[src/design/stream_find_and_replace_defines.svh]
// ----------------------------------------------------------------------------
// Stream find-and-replace assertion macros
// Shared property shorthands for the checks closing the front, queue and back.
// ----------------------------------------------------------------------------
`ifndef STREAM_FIND_AND_REPLACE_DEFINES_SVH
`define STREAM_FIND_AND_REPLACE_DEFINES_SVH

// Same-cycle implication, checked on every clock outside reset.
`define SFR_ASSERT_IMPL(label, ante, cons, msg) \
  label: assert property (@(posedge clk) disable iff (!rst_n) (ante) |-> (cons)) \
    else $error(msg);

// Next-cycle implication, checked on every clock outside reset.
`define SFR_ASSERT_NEXT(label, ante, cons, msg) \
  label: assert property (@(posedge clk) disable iff (!rst_n) (ante) |=> (cons)) \
    else $error(msg);

`endif

[src/design/sfr_pkg.sv]
// ----------------------------------------------------------------------------
// sfr_pkg
// Types, widths and register codes shared by the find-and-replace modules.
// ----------------------------------------------------------------------------
package sfr_pkg;

  localparam int DATA_W     = 64;
  localparam int ADDR_W     = 6;
  localparam int LEN_W      = 4;
  localparam int CNT_W      = 16;
  localparam int EMIT_BYTES = 8;
  localparam int EMIT_W     = 8 * EMIT_BYTES;
  localparam int EMIT_IDX_W = $clog2(EMIT_BYTES);

  localparam int MAX_PATTERN_BYTES = 8;
  localparam logic [LEN_W-1:0] MAX_REPLACE_BYTES = 4'd8;
  localparam int QUEUE_DEPTH = 2;

  // register index, taken from paddr[5:3]
  localparam logic [2:0] REG_PATTERN_BYTES      = 3'd0;
  localparam logic [2:0] REG_PATTERN_LENGTH     = 3'd1;
  localparam logic [2:0] REG_REPLACEMENT_BYTES  = 3'd2;
  localparam logic [2:0] REG_REPLACEMENT_LENGTH = 3'd3;
  localparam logic [2:0] REG_MAX_REPLACEMENTS   = 3'd4;

  typedef struct packed {
    logic [7:0] text_byte;
    logic       end_of_string;
  } in_item_t;

  typedef struct packed {
    logic [7:0] out_byte;
    logic       byte_present;
    logic       out_last;
  } out_item_t;

  typedef struct packed {
    logic [DATA_W-1:0] pattern_bytes;
    logic [LEN_W-1:0]  pattern_length;
    logic [DATA_W-1:0] replacement_bytes;
    logic [LEN_W-1:0]  replacement_length;
    logic [CNT_W-1:0]  max_replacements;
  } cfg_t;

  // one item's worth of work for the back end
  typedef struct packed {
    logic [EMIT_W-1:0] emit_bytes;
    logic [LEN_W-1:0]  emit_count;
    logic              last;
  } cmd_t;

endpackage

[src/design/sfr_regs.sv]
// ----------------------------------------------------------------------------
// sfr_regs
// APB-style configuration registers with read-back.
// ----------------------------------------------------------------------------
module sfr_regs (
  input  logic                       clk,
  input  logic                       rst_n,
  input  logic                       psel,
  input  logic                       penable,
  input  logic                       pwrite,
  input  logic [sfr_pkg::ADDR_W-1:0] paddr,
  input  logic [sfr_pkg::DATA_W-1:0] pwdata,
  output logic [sfr_pkg::DATA_W-1:0] prdata,
  output logic                       pready,
  output sfr_pkg::cfg_t              cfg
);

  sfr_pkg::cfg_t cfg_r;
  sfr_pkg::cfg_t cfg_nxt;
  logic          wr_en;
  logic [2:0]    reg_idx;

  assign pready  = 1'b1;
  assign wr_en   = psel && penable && pwrite;
  assign reg_idx = paddr[5:3];
  assign cfg     = cfg_r;

  always_comb begin
    cfg_nxt = cfg_r;
    if (wr_en) begin
      case (reg_idx)
        sfr_pkg::REG_PATTERN_BYTES:      cfg_nxt.pattern_bytes = pwdata;
        sfr_pkg::REG_PATTERN_LENGTH:
          cfg_nxt.pattern_length = pwdata[sfr_pkg::LEN_W-1:0];
        sfr_pkg::REG_REPLACEMENT_BYTES:  cfg_nxt.replacement_bytes = pwdata;
        sfr_pkg::REG_REPLACEMENT_LENGTH:
          cfg_nxt.replacement_length = pwdata[sfr_pkg::LEN_W-1:0];
        sfr_pkg::REG_MAX_REPLACEMENTS:
          cfg_nxt.max_replacements = pwdata[sfr_pkg::CNT_W-1:0];
        default: ;
      endcase
    end
  end

  always_ff @(posedge clk) begin
    if (!rst_n) begin
      cfg_r.pattern_bytes      <= '0;
      cfg_r.pattern_length     <= sfr_pkg::LEN_W'(1);
      cfg_r.replacement_bytes  <= '0;
      cfg_r.replacement_length <= '0;
      cfg_r.max_replacements   <= '0;
    end else begin
      cfg_r <= cfg_nxt;
    end
  end

  always_comb begin
    case (reg_idx)
      sfr_pkg::REG_PATTERN_BYTES:      prdata = cfg_r.pattern_bytes;
      sfr_pkg::REG_PATTERN_LENGTH:
        prdata = sfr_pkg::DATA_W'(cfg_r.pattern_length);
      sfr_pkg::REG_REPLACEMENT_BYTES:  prdata = cfg_r.replacement_bytes;
      sfr_pkg::REG_REPLACEMENT_LENGTH:
        prdata = sfr_pkg::DATA_W'(cfg_r.replacement_length);
      sfr_pkg::REG_MAX_REPLACEMENTS:
        prdata = sfr_pkg::DATA_W'(cfg_r.max_replacements);
      default:                         prdata = '0;
    endcase
  end

endmodule

[src/design/sfr_front.sv]
// ----------------------------------------------------------------------------
// sfr_front
// Accept text items, keep the match window, issue up to one command per item.
// ----------------------------------------------------------------------------
`include "stream_find_and_replace_defines.svh"

module sfr_front #(
  parameter int MAX_PATTERN_BYTES = sfr_pkg::MAX_PATTERN_BYTES
) (
  input  logic              clk,
  input  logic              rst_n,
  input  sfr_pkg::cfg_t     cfg,
  input  logic              push,
  output logic              full,
  input  sfr_pkg::in_item_t in_data,
  output logic              q_push,
  output sfr_pkg::cmd_t     q_cmd,
  input  logic              q_full
);

  localparam int P  = MAX_PATTERN_BYTES;
  localparam int HW = $clog2(P + 1);
  localparam int LW = sfr_pkg::LEN_W;

  logic [7:0]               win_r   [P];
  logic [7:0]               win_nxt [P];
  logic [7:0]               nw      [P];
  logic [8*P-1:0]           nw_flat;
  logic [8*P-1:0]           shifted;
  logic [HW-1:0]            held_r, held_nxt, cnt_new;
  logic [sfr_pkg::CNT_W-1:0] done_r, done_nxt;
  logic [LW-1:0]            cnt_ext, plen_eff, rlen_eff, pop_cnt, emit_cnt;
  logic [LW+2:0]            shamt;
  logic                     in_accept, eos, win_full, bytes_eq, match, cmd_valid;

  assign eos       = in_data.end_of_string;
  assign full      = q_full;
  assign in_accept = push && !q_full;
  assign cnt_new   = held_r + HW'(1);
  assign cnt_ext   = LW'(cnt_new);

  // clamp lengths to what the window and command can hold
  always_comb begin
    if (cfg.pattern_length == '0) begin
      plen_eff = LW'(1);
    end else if (cfg.pattern_length > LW'(P)) begin
      plen_eff = LW'(P);
    end else begin
      plen_eff = cfg.pattern_length;
    end
    if (cfg.replacement_length > sfr_pkg::MAX_REPLACE_BYTES) begin
      rlen_eff = sfr_pkg::MAX_REPLACE_BYTES;
    end else begin
      rlen_eff = cfg.replacement_length;
    end
  end

  // window with the new byte appended
  always_comb begin
    for (int i = 0; i < P; i++) begin
      nw[i] = (HW'(i) == held_r) ? in_data.text_byte : win_r[i];
      nw_flat[8*i +: 8] = nw[i];
    end
  end

  always_comb begin
    bytes_eq = 1'b1;
    for (int i = 0; i < P; i++) begin
      if ((LW'(i) < plen_eff) && (nw[i] != cfg.pattern_bytes[8*i +: 8])) begin
        bytes_eq = 1'b0;
      end
    end
  end

  assign win_full = (cnt_ext >= plen_eff);
  assign match    = (cnt_ext == plen_eff) && (done_r < cfg.max_replacements) && bytes_eq;
  assign pop_cnt  = cnt_ext - plen_eff + LW'(1);

  always_comb begin
    if (match) begin
      emit_cnt = rlen_eff;
    end else if (eos) begin
      emit_cnt = cnt_ext;
    end else if (win_full) begin
      emit_cnt = pop_cnt;
    end else begin
      emit_cnt = '0;
    end
  end

  // drop the emitted oldest bytes
  assign shamt   = {emit_cnt, 3'b000};
  assign shifted = nw_flat >> shamt;

  always_comb begin
    for (int i = 0; i < P; i++) begin
      win_nxt[i] = shifted[8*i +: 8];
    end
  end

  always_comb begin
    if (match || eos) begin
      held_nxt = '0;
    end else if (win_full) begin
      held_nxt = HW'(plen_eff - LW'(1));
    end else begin
      held_nxt = cnt_new;
    end
    if (eos) begin
      done_nxt = '0;
    end else if (match) begin
      done_nxt = done_r + sfr_pkg::CNT_W'(1);
    end else begin
      done_nxt = done_r;
    end
  end

  assign cmd_valid        = (emit_cnt != '0) || eos;
  assign q_push           = in_accept && cmd_valid;
  assign q_cmd.emit_bytes = match ? cfg.replacement_bytes : sfr_pkg::EMIT_W'(nw_flat);
  assign q_cmd.emit_count = emit_cnt;
  assign q_cmd.last       = eos;

  always_ff @(posedge clk) begin
    if (!rst_n) begin
      held_r <= '0;
      done_r <= '0;
    end else if (in_accept) begin
      held_r <= held_nxt;
      done_r <= done_nxt;
    end
  end

  always_ff @(posedge clk) begin
    if (in_accept) begin
      win_r <= win_nxt;
    end
  end

  `SFR_ASSERT_IMPL(a_held_bound, 1'b1, held_r < HW'(P), "window holds a full pattern")
  `SFR_ASSERT_NEXT(a_eos_clears, in_accept && eos, (held_r == '0) && (done_r == '0),
    "string end left state behind")

endmodule

[src/design/sfr_queue.sv]
// ----------------------------------------------------------------------------
// sfr_queue
// Short command queue between the front and back ends.
// ----------------------------------------------------------------------------
`include "stream_find_and_replace_defines.svh"

module sfr_queue #(
  parameter int QUEUE_DEPTH = sfr_pkg::QUEUE_DEPTH
) (
  input  logic          clk,
  input  logic          rst_n,
  input  logic          q_push,
  input  sfr_pkg::cmd_t q_cmd,
  output logic          q_full,
  input  logic          q_pop,
  output sfr_pkg::cmd_t q_head,
  output logic          q_empty
);

  localparam int PW = (QUEUE_DEPTH > 1) ? $clog2(QUEUE_DEPTH) : 1;
  localparam int CW = $clog2(QUEUE_DEPTH + 1);

  sfr_pkg::cmd_t slot_r [QUEUE_DEPTH];
  logic [PW-1:0] wr_ptr_r, wr_ptr_nxt, rd_ptr_r, rd_ptr_nxt;
  logic [CW-1:0] count_r, count_nxt;

  assign q_full  = (count_r == CW'(QUEUE_DEPTH));
  assign q_empty = (count_r == '0);
  assign q_head  = slot_r[rd_ptr_r];

  always_comb begin
    wr_ptr_nxt = wr_ptr_r;
    rd_ptr_nxt = rd_ptr_r;
    count_nxt  = count_r;
    if (q_push) begin
      wr_ptr_nxt = (wr_ptr_r == PW'(QUEUE_DEPTH - 1)) ? '0 : wr_ptr_r + PW'(1);
    end
    if (q_pop) begin
      rd_ptr_nxt = (rd_ptr_r == PW'(QUEUE_DEPTH - 1)) ? '0 : rd_ptr_r + PW'(1);
    end
    if (q_push && !q_pop) begin
      count_nxt = count_r + CW'(1);
    end else if (q_pop && !q_push) begin
      count_nxt = count_r - CW'(1);
    end
  end

  always_ff @(posedge clk) begin
    if (!rst_n) begin
      wr_ptr_r <= '0;
      rd_ptr_r <= '0;
      count_r  <= '0;
    end else begin
      wr_ptr_r <= wr_ptr_nxt;
      rd_ptr_r <= rd_ptr_nxt;
      count_r  <= count_nxt;
    end
  end

  always_ff @(posedge clk) begin
    if (q_push) begin
      slot_r[wr_ptr_r] <= q_cmd;
    end
  end

  `SFR_ASSERT_IMPL(a_q_no_overflow, q_full, !q_push, "push into full command queue")
  `SFR_ASSERT_IMPL(a_q_no_underflow, q_empty, !q_pop, "pop from empty command queue")

endmodule

[src/design/sfr_back.sv]
// ----------------------------------------------------------------------------
// sfr_back
// Expand queued commands into registered result items, one per unstalled cycle.
// ----------------------------------------------------------------------------
`include "stream_find_and_replace_defines.svh"

module sfr_back (
  input  logic               clk,
  input  logic               rst_n,
  input  sfr_pkg::cmd_t      q_head,
  input  logic               q_empty,
  output logic               q_pop,
  output sfr_pkg::out_item_t out_data,
  output logic               empty,
  input  logic               pop
);

  localparam int LW = sfr_pkg::LEN_W;

  logic [sfr_pkg::EMIT_IDX_W-1:0] idx_r, idx_nxt;
  logic [LW-1:0]                  nres, idx_ext;
  logic                           out_valid_r, out_valid_nxt;
  sfr_pkg::out_item_t             out_r, out_nxt;
  logic                           advance, emit, is_final, present;

  // a command with no bytes is a bare end marker: one result
  assign nres     = (q_head.emit_count == '0) ? LW'(1) : q_head.emit_count;
  assign idx_ext  = LW'(idx_r);
  assign is_final = (idx_ext == nres - LW'(1));
  assign present  = (q_head.emit_count != '0);
  assign advance  = !out_valid_r || pop;
  assign emit     = !q_empty && advance;
  assign q_pop    = emit && is_final;

  always_comb begin
    out_nxt       = out_r;
    out_valid_nxt = out_valid_r;
    idx_nxt       = idx_r;
    if (emit) begin
      out_nxt.out_byte     = present ? q_head.emit_bytes[8*idx_r +: 8] : 8'h00;
      out_nxt.byte_present = present;
      out_nxt.out_last     = q_head.last && is_final;
      out_valid_nxt        = 1'b1;
      idx_nxt              = is_final ? '0 : idx_r + 1'b1;
    end else if (pop) begin
      out_valid_nxt = 1'b0;
    end
  end

  always_ff @(posedge clk) begin
    if (!rst_n) begin
      out_valid_r <= 1'b0;
      idx_r       <= '0;
    end else begin
      out_valid_r <= out_valid_nxt;
      idx_r       <= idx_nxt;
    end
  end

  always_ff @(posedge clk) begin
    out_r <= out_nxt;
  end

  assign out_data = out_r;
  assign empty    = !out_valid_r;

  `SFR_ASSERT_IMPL(a_idx_in_cmd, !q_empty, idx_ext < nres, "byte index past command end")
  `SFR_ASSERT_IMPL(a_idx_idle, q_empty, idx_r == '0, "byte index left over with no command")

endmodule

[src/design/stream_find_and_replace.sv]
// ----------------------------------------------------------------------------
// stream_find_and_replace
// Streaming substring find-and-replace over strings of text bytes.
// ----------------------------------------------------------------------------
// Bytes enter through push/full with an end-of-string mark and leave through
// empty/pop, one rewritten byte per item. Up to pattern_length bytes are held
// back; a held run equal to the pattern (leftmost, non-overlapping, at most
// max_replacements per string) is replaced by the replacement bytes, zero of
// them deleting the match. At string end the held bytes are flushed, and a
// string that leaves nothing produces a single item with byte_present low and
// out_last high. Rate: one input item per clock while each item yields at most
// one result and the receiver keeps popping; the back end drives one result
// per clock while the receiver pops, so an item yielding more than one result
// (a replacement or an end-of-string flush, up to 8) keeps it busy, and the
// QUEUE_DEPTH-entry command queue lets the front keep taking items meanwhile.
// Registers sit at byte address 8*index on the 64-bit configuration port;
// write them only while the block is idle.
// ----------------------------------------------------------------------------
module stream_find_and_replace #(
  parameter int MAX_PATTERN_BYTES = sfr_pkg::MAX_PATTERN_BYTES,
  parameter int QUEUE_DEPTH       = sfr_pkg::QUEUE_DEPTH
) (
  input  logic                       clk,
  input  logic                       rst_n,
  // input item channel
  input  logic                       push,
  output logic                       full,
  input  sfr_pkg::in_item_t          in_data,
  // result item channel
  output logic                       empty,
  input  logic                       pop,
  output sfr_pkg::out_item_t         out_data,
  // configuration port
  input  logic                       psel,
  input  logic                       penable,
  input  logic                       pwrite,
  input  logic [sfr_pkg::ADDR_W-1:0] paddr,
  input  logic [sfr_pkg::DATA_W-1:0] pwdata,
  output logic [sfr_pkg::DATA_W-1:0] prdata,
  output logic                       pready
);

  sfr_pkg::cfg_t cfg;
  sfr_pkg::cmd_t q_cmd;
  sfr_pkg::cmd_t q_head;
  logic          q_push;
  logic          q_full;
  logic          q_pop;
  logic          q_empty;

  // configuration registers
  sfr_regs u_regs (
    .clk     (clk),
    .rst_n   (rst_n),
    .psel    (psel),
    .penable (penable),
    .pwrite  (pwrite),
    .paddr   (paddr),
    .pwdata  (pwdata),
    .prdata  (prdata),
    .pready  (pready),
    .cfg     (cfg)
  );

  // front: hold the window, test for a match, issue commands
  sfr_front #(
    .MAX_PATTERN_BYTES (MAX_PATTERN_BYTES)
  ) u_front (
    .clk     (clk),
    .rst_n   (rst_n),
    .cfg     (cfg),
    .push    (push),
    .full    (full),
    .in_data (in_data),
    .q_push  (q_push),
    .q_cmd   (q_cmd),
    .q_full  (q_full)
  );

  // decouple front and back so each stalls on its own
  sfr_queue #(
    .QUEUE_DEPTH (QUEUE_DEPTH)
  ) u_queue (
    .clk     (clk),
    .rst_n   (rst_n),
    .q_push  (q_push),
    .q_cmd   (q_cmd),
    .q_full  (q_full),
    .q_pop   (q_pop),
    .q_head  (q_head),
    .q_empty (q_empty)
  );

  // back: expand each command into result items
  sfr_back u_back (
    .clk      (clk),
    .rst_n    (rst_n),
    .q_head   (q_head),
    .q_empty  (q_empty),
    .q_pop    (q_pop),
    .out_data (out_data),
    .empty    (empty),
    .pop      (pop)
  );

endmodule

[config.mk]
export PLATFORM = sky130hd
export DESIGN_NAME = stream_find_and_replace
export DESIGN_NICKNAME = d
export VERILOG_FILES = /design/src/design/sfr_pkg.sv /design/src/design/sfr_regs.sv /design/src/design/sfr_front.sv /design/src/design/sfr_queue.sv /design/src/design/sfr_back.sv /design/src/design/stream_find_and_replace.sv
export VERILOG_INCLUDE_DIRS = /design/src /design/src/design
export SDC_FILE = /design/constraint.sdc
export NUM_CORES = 1
export LEC_CHECK = 0
export BUFFER_PORTS_ARGS = -buffer_cell sky130_fd_sc_hd__buf_2
export CELL_PAD_IN_SITES_DETAIL_PLACEMENT = 1
export CELL_PAD_IN_SITES_GLOBAL_PLACEMENT = 2
export CORE_MARGIN = 3
export CORE_UTILIZATION = 36
export CTS_BUF_LIST = sky130_fd_sc_hd__clkbuf_16
export DETAILED_ROUTE_END_ITERATION = 10
export PLACE_DENSITY = 0.82
export SKIP_LAST_GASP = 1
export SLEW_MARGIN = 20
export SYNTH_ARGS = -nofsm -noshare
export SYNTH_HDL_FRONTEND = slang
export SYNTH_SLANG_ARGS = --single-unit
export TNS_END_PERCENT = 20
[constraint.sdc]
create_clock -name clk -period 7.98 [get_ports clk]
set_input_delay 0.798 -clock clk [delete_from_list [all_inputs] [get_ports clk]]
set_output_delay 0.798 -clock clk [all_outputs]
set_load 0.02 [all_outputs]
==> impl_metrics.env, run 1 <==
export IMPL_drtIter0Drc=1443
export IMPL_grt_overflow=0
export IMPL_final_cell_area_sq_um=23300
export IMPL_crit_path_start_kind="register"
export IMPL_yosysWarnings=0
export IMPL_endpoint_kind="register"
export IMPL_worst_pin_slew_ns=1.17
export IMPL_initial_core_util=0.367
export IMPL_cts_resized_gates=0
export IMPL_status="completed"
export IMPL_routed_wl_um=72600
export IMPL_vias_per_cell=5.63
export IMPL_yosysSeqAreaShare=0.488
export IMPL_die_width_um=245
export IMPL_syn_num_nets=2157
export IMPL_p_per_area_nw_per_um2=315
export IMPL_cts_tree="built"
export IMPL_netSwitchingFraction=0.364
export IMPL_fin_setup_tns_ns=0
export IMPL_period_share=0.810
export IMPL_p_int_mw=4.68
export IMPL_period_minus_slack_ns=6.46
export IMPL_grt_use_met3=0.0310
export IMPL_clkTransAtPathRegs_ns=0.06
export IMPL_clock_sinks=393
export IMPL_regArea_sq_um=9990
export IMPL_io_buffers=158
export IMPL_cts_root_buf="clkbuf_16"
export IMPL_rsz0062_at_grt="false"
export IMPL_dp_cells=2836
export IMPL_r2r_slack_ns=1.52
export IMPL_crit_type="reg2reg"
export IMPL_reg2reg_depth=17
export IMPL_drive_above_1_share=0.149
export IMPL_yosysUniqueCellTypes=68
export IMPL_nFillCells=6324
export IMPL_p_seq_frac=0.397
export IMPL_synth_cells=2036
export IMPL_rows=86
export IMPL_netlist_area_sq_um=20500
export IMPL_crit_path_start="u_front.held_r[0]$_SDFFE_PN0P_"
export IMPL_arrival_ns=6.96
export IMPL_synth_edf_count=212
export IMPL_report_final_slew_viol_count=0
export IMPL_syn_to_final_growth_pct=14.0
export IMPL_synthArstFlopShare=0
export IMPL_stdcell_count=2922
export IMPL_grtUsageMet2=0.388
export IMPL_antenna_found_initial=3
export IMPL_final_nets=2256
export IMPL_p_clk_frac=0.268
export IMPL_clk_path_buf_depth=3
export IMPL_die_area_sq_um=59800
export IMPL_rr_endpoint="u_queue.count_r[1]$_SDFFE_PN0P_"
export IMPL_avgRoutedWirePerCell_um=24.8
export IMPL_crit_path_end="u_queue.count_r[1]$_SDFFE_PN0P_"
export IMPL_postPlaceCellArea_sq_um=21900
export IMPL_multi_input_area_sq_um=9660
export IMPL_skew_ns=0.0351
export IMPL_insertion_delay_ns=0.59
export IMPL_post_route_util=0.419
export IMPL_drv_cap=0
export IMPL_ioPinCount=163
export IMPL_core_sq_um=55700
export IMPL_met1_usage=0.338
export IMPL_postCtsHoldBufs=0
export IMPL_p_leak_nw=9.04
export IMPL_cts_buffers=44
export IMPL_place_congestion=0.907
export IMPL_reg2reg_from="u_front.held_r[0]$_SDFFE_PN0P_"
export IMPL_die_y_um=245
export IMPL_synth_ff_type="edfxtp_1"
export IMPL_hp_class="in2reg"
export IMPL_ys_ff_latch=393
export IMPL_grt_first_pass_wirelength_um=109000
export IMPL_clock_fmax_ghz=0.155
export IMPL_slew_headroom=0.196
export IMPL_switchingPower_mw=2.68
export IMPL_dr_pass1_iters=5
export IMPL_route_vias_total=16400
export IMPL_crit_path_max_fanout=11
export IMPL_ir_drop_uv=171
export IMPL_grt_pass1_vias=16800
export IMPL_final_hold_violation_count=0
export IMPL_place_hpwl_um=52500
export IMPL_post_cts_buffers=0
export IMPL_crit_required_ns=8.48
export IMPL_grt_usage=0.239
export IMPL_drc=0
export IMPL_ant_nets=0
export IMPL_grt_max_degree=132
export IMPL_busiest_layer="met2"
export IMPL_syn_avg_cell_area_sq_um=10.1
export IMPL_combPwrFrac=0.336
export IMPL_cts_htree_levels=2
export IMPL_finalSetupViolCount=0
state kept, by name, indices dropped and copies added (netlist names), named ones only:
register,cells
u_queue.count_r,2
u_front.held_r,4
u_front.win_r,64
u_back.out_valid_r,1
u_queue.wr_ptr_r,1
u_queue.slot_r,138
u_queue.rd_ptr_r,1
u_regs.cfg,152
u_front.done_r,16
u_back.out_data,10
u_back.idx_r,3
area by class of cell:
type / instances / area share
repair buffers: 193 / 0.0475
clock inverters: 37 / 0.0114
multi-input cells: 1432 / 0.414
flip-flops and latches: 393 / 0.428
diodes: 4 / 0.000429
inverters: 71 / 0.0114
well taps: 748 / 0.0401
clock buffers: 44 / 0.0472
Yosys cell counts (all sizes together) (22+ instances only):
library cell / number / share of area
a22oi: 56 / 0.021
o22ai: 33 / 0.010
a21boi: 146 / 0.054
buf: 32 / 0.011
o21ai: 25 / 0.0063
nand2: 369 / 0.068
dfxtp: 181 / 0.18
clkbuf: 108 / 0.020
xor2: 39 / 0.017
a22o: 51 / 0.022
a21oi: 105 / 0.026
ha: 33 / 0.020
nor2: 160 / 0.030
inv: 71 / 0.013
edfxtp: 212 / 0.31
mux2i: 155 / 0.078
nor2b: 30 / 0.0092
mux4: 32 / 0.035
nor3: 22 / 0.0056
critical path: stages, from the launching register on:
cell and delay [ns]:
dfxtp_1 0.48, inv_1 0.15, ha_1 0.25, nand3b_1 0.53
mux2i_1 0.72, xor2_1 0.23, o221ai_1 0.15, nor4_1 0.86
o22ai_1 0.29, o21ai_2 0.23, a32oi_4 0.26, mux2i_1 0.19
buf_4 0.22, o21ai_0 0.72, inv_1 0.17, ha_1 0.38
or3_1 0.37, a21boi_0 0.16
worst min path at each step:
stage                                     start                      endpoint  slack, ns  cells after the start
floorplan           u_regs.cfg[24]$_SDFFE_PN0P_   u_regs.cfg[24]$_SDFFE_PN0P_       0.46                      2
global placement    u_regs.cfg[27]$_SDFFE_PN0P_   u_regs.cfg[27]$_SDFFE_PN0P_       0.47                      2
detailed placement  u_regs.cfg[11]$_SDFFE_PN0P_   u_regs.cfg[11]$_SDFFE_PN0P_       0.48                      2
CTS                                  pwdata[33]   u_regs.cfg[53]$_SDFFE_PN0P_       0.44                      3
global route                         pwdata[32]  u_regs.cfg[120]$_SDFFE_PN0P_       0.48                      3
finish                               pwdata[37]  u_regs.cfg[125]$_SDFFE_PN0P_       0.47                      3
layout by cell type (no fill, tap or decap), drive strengths merged, types with 8 or more instances in the layout:
cell type	instances
buf	193
mux2i	155
xor2	39
nand2	369
ha	33
mux2	13
nand3	10
inv	83
nor3	22
a22oi	56
xnor2	18
a211oi	18
a22o	51
mux4	32
dfxtp	181
nor2	160
edfxtp	212
a21boi	146
o21ai	25
nand4	12
and3	8
a21oi	105
and2	17
clkinv	20
o22ai	33
clkbuf	44
nor2b	30
power groups by stage:
stage	sequential, mW	combinational (mW)	clock, mW
finish	2.92	2.47	1.97
global route	2.95	2.64	2.08
CTS	2.92	2.45	2.01
detailed placement	2.96	2.43	0
global placement	2.93	2.38	0
floorplan	2.93	1.51	0
per-layer routing:
metal  wire [um]  up-vias  part of all wire
met1       33200     8402              0.46
met4        1430        2             0.020
met2       33700      452              0.47
li1            -     7504                 -
met5          13        -           0.00018
met3        4130       77             0.057
stage by stage:
stage	total power [mW]	hold slack (ns)	setup WS (ns)
after global placement	5.31	0.469	1.68
after floorplan	4.44	0.457	0.507
after global routing	7.68	0.478	1.17
after detailed placement	5.39	0.477	1.59
after CTS	7.37	0.445	1.53
final	7.36	0.466	1.52
cell families (layout without fill, tap and decap cells):
| group | after synthesis | in the layout | share of synthesized area |
|---|---|---|---|
| buf+inv | 211 | 345 | 0.0436 |
| flops | 393 | 393 | 0.488 |
| compound gates | 476 | 476 | 0.163 |
| mux | 200 | 200 | 0.120 |
| other cells | 1 | 5 | 0.000183 |
| xor+xnor | 57 | 57 | 0.0244 |
| fa+ha+maj | 35 | 35 | 0.0221 |
| simple gates | 663 | 663 | 0.138 |
(Power assumes the default switching activity.)
==> run 2, diff against run 1 <==
--- a/config.mk
+++ b/config.mk
@@ -10,10 +10,10 @@
 export CELL_PAD_IN_SITES_DETAIL_PLACEMENT = 1
 export CELL_PAD_IN_SITES_GLOBAL_PLACEMENT = 2
 export CORE_MARGIN = 3
-export CORE_UTILIZATION = 36
+export CORE_UTILIZATION = 39
 export CTS_BUF_LIST = sky130_fd_sc_hd__clkbuf_16
 export DETAILED_ROUTE_END_ITERATION = 10
-export PLACE_DENSITY = 0.82
+export PLACE_DENSITY = 0.85
 export SKIP_LAST_GASP = 1
 export SLEW_MARGIN = 20
 export SYNTH_ARGS = -nofsm -noshare
==> constraint.sdc (replaced) <==
create_clock -name clk -period 6.4 [get_ports clk]
set_input_delay 0.64 -clock clk [delete_from_list [all_inputs] [get_ports clk]]
set_output_delay 0.64 -clock clk [all_outputs]
set_load 0.02 [all_outputs]
==> run 2 against run 1 <==
  * Design area increased by 2.3%
  * Fmax increased by 13%
  * Register-to-register slack got worse by 0.85 ns
  * Final cell count decreased by 0.41%
  * First-iteration DRC count decreased by 1.1%
  * Clock skew decreased by 0.010 ns
  * Wire length increased by 1.4%
==> impl_metrics.env, run 2 (same netlist as run 1, synthesis figures left out) <==
export IMPL_status="completed"
export IMPL_grt_max_degree=116
export IMPL_route_vias_total=16700
export IMPL_cts_htree_levels=2
export IMPL_path_cells="inv_1 -> ha_1 -> nand3b_1 -> mux2i_1 -> buf_4 -> xor2_1 -> nand3_1 -> nor4_1 -> buf_4 -> o22ai_1 -> o21ai_2 -> a32oi_4 -> mux2_4 -> inv_2 -> nor2_2 -> a22oi_1 -> o21ai_0"
export IMPL_grt_pass1_vias=17200
export IMPL_die_width_um=235
export IMPL_p_seq_frac=0.381
export IMPL_skew_ns=0.0252
export IMPL_p_int_mw=6.21
export IMPL_rr_endpoint="u_front.win_r[32]$_SDFFCE_PP0P_"
export IMPL_avgRoutedWirePerCell_um=25.3
export IMPL_period_share=0.895
export IMPL_die_y_um=235
export IMPL_hp_class="in2reg"
export IMPL_grt_usage=0.259
export IMPL_initial_core_util=0.397
export IMPL_drv_cap=0
export IMPL_final_nets=2313
export IMPL_worstHoldStart="pwdata[24]"
export IMPL_reg2reg_from="u_front.held_r[0]$_SDFFE_PN0P_"
export IMPL_layout_common_cells="nand2_1 (367), edfxtp_1 (212), dfxtp_1 (180)"
export IMPL_slew_headroom=0.229
export IMPL_grt_first_pass_wirelength_um=110000
export IMPL_hold_end="u_regs.cfg[112]$_SDFFE_PN0P_"
export IMPL_grt_overflow=0
export IMPL_core_sq_um=51600
export IMPL_p_leak_nw=9.37
export IMPL_finalSetupViolCount=0
export IMPL_ant_nets=0
export IMPL_place_congestion=0.931
export IMPL_crit_required_ns=6.71
export IMPL_crit_path_start_kind="register"
export IMPL_crit_path_max_fanout=26
export IMPL_cts_buffers=46
export IMPL_hold_depth=3
export IMPL_cp_common_cell="buf_4"
export IMPL_ioPinCount=163
export IMPL_die_area_sq_um=55300
export IMPL_dp_slack_ns=0.808
export IMPL_endpoint_kind="register"
export IMPL_worst_slack_ns=0.671
export IMPL_clkTransAtPathRegs_ns=0.06
export IMPL_postPlaceCellArea_sq_um=22300
export IMPL_netSwitchingFraction=0.355
export IMPL_final_hold_violation_count=0
export IMPL_crit_slowest_cell="nor2_2"
export IMPL_post_cts_buffers=0
export IMPL_final_cell_area_sq_um=23900
export IMPL_io_buffers=158
export IMPL_syn_to_final_growth_pct=16.6
export IMPL_power_mw=9.62
export IMPL_period_minus_slack_ns=5.73
export IMPL_drc=0
export IMPL_crit_path_start="u_front.held_r[0]$_SDFFE_PN0P_"
export IMPL_postCtsHoldBufs=0
export IMPL_p_clk_frac=0.280
export IMPL_clk_path_buf_depth=3
export IMPL_reg2reg_depth=17
export IMPL_cts_root_buf="clkbuf_16"
export IMPL_clock_fmax_ghz=0.175
export IMPL_cts_resized_gates=0
export IMPL_stdcell_count=2910
export IMPL_dr_pass1_iters=6
export IMPL_cts_tree="built"
export IMPL_largest_reg_flops=152
export IMPL_worst_pin_slew_ns=1.16
export IMPL_drive_above_1_share=0.174
export IMPL_rsz0062_at_grt="false"
export IMPL_vias_per_cell=5.75
export IMPL_ir_drop_uv=196
export IMPL_routed_wl_um=73500
export IMPL_insertion_delay_ns=0.59
export IMPL_r2r_slack_ns=0.67
export IMPL_p_per_area_nw_per_um2=403
export IMPL_crit_type="reg2reg"
export IMPL_report_final_slew_viol_count=0
export IMPL_switchingPower_mw=3.42
export IMPL_antenna_found_initial=5
export IMPL_place_hpwl_um=53600
export IMPL_rows=83
export IMPL_drtIter0Drc=1427
export IMPL_clock_sinks=393
export IMPL_arrival_ns=6.04
export IMPL_combPwrFrac=0.339
export IMPL_slowest_delay_ns=0.87
export IMPL_mostFrequentLayoutCell="nand2_1"
export IMPL_dp_cells=2824
## run 2: per-stage QoR
stage | hold WS (ns) | TNS [ns] | util
4_1_cts | 0.286 | 0 | 0.462
3_3_place_gp | 0.469 | 0 | 0.433
3_5_place_dp | 0.480 | 0 | 0.433
5_1_grt | 0.310 | 0 | 0.462
2_1_floorplan | 0.457 | -146.91 | -
6_report | 0.308 | 0 | 0.462
## run 2: critical path, delay by kind of cell, from the launching register on
family | cells | cell delay [ns]
AOI/OAI and AO/OA | 5 | 1.06
xor gates and xnor gates | 1 | 0.17
adders and majority gates | 1 | 0.26
buffers and inverters | 4 | 0.64
DFF | 1 | 0.50
muxes | 2 | 0.87
and+or+nand+nor | 4 | 1.94
## run 2: worst max path at each step
stage	cells after the start	slack, ns	end
after floorplan	14	-1.07	u_queue.slot_r[0][0]$_DFFE_PP_
after global placement	17	0.91	u_front.win_r[35]$_SDFFCE_PP0P_
after detailed placement	18	0.81	u_front.win_r[35]$_SDFFCE_PP0P_
after CTS	18	0.75	u_front.win_r[35]$_SDFFCE_PP0P_
after global routing	17	0.43	u_front.win_r[35]$_SDFFCE_PP0P_
final	17	0.67	u_front.win_r[32]$_SDFFCE_PP0P_
## run 2: layout make-up
class                           count  area [sq um]
Clock buffer                       47          1180
Timing Repair Buffer              248          1580
Sequential cell                   393          9990
Fill cell                        5715         27700
Inverter                           71           267
Clock inverter                     36           354
Tap cell                          680           851
Antenna cell                        3          7.51
Multi-Input combinational cell   1432          9640
## run 2: routing by layer
| layer | share of wire | GRT usage | wire, um | up-vias |
|---|---|---|---|---|
| li1 | - | - | - | 7610 |
| met1 | 0.44 | 0.354 | 32200 | 8493 |
| met2 | 0.46 | 0.410 | 33600 | 512 |
| met3 | 0.073 | 0.0541 | 5380 | 110 |
| met4 | 0.032 | 0.0898 | 2320 | 2 |
| met5 | 0.00016 | 0 | 12 | - |
## run 2: power groups by stage
stage	Combinational [mW]	Sequential, mW	Clock, mW
2_1_floorplan	1.89	3.65	0
3_3_place_gp	3.13	3.67	0
3_5_place_dp	3.21	3.71	0
4_1_cts	3.23	3.66	2.73
5_1_grt	3.49	3.71	2.83
6_report	3.26	3.66	2.70
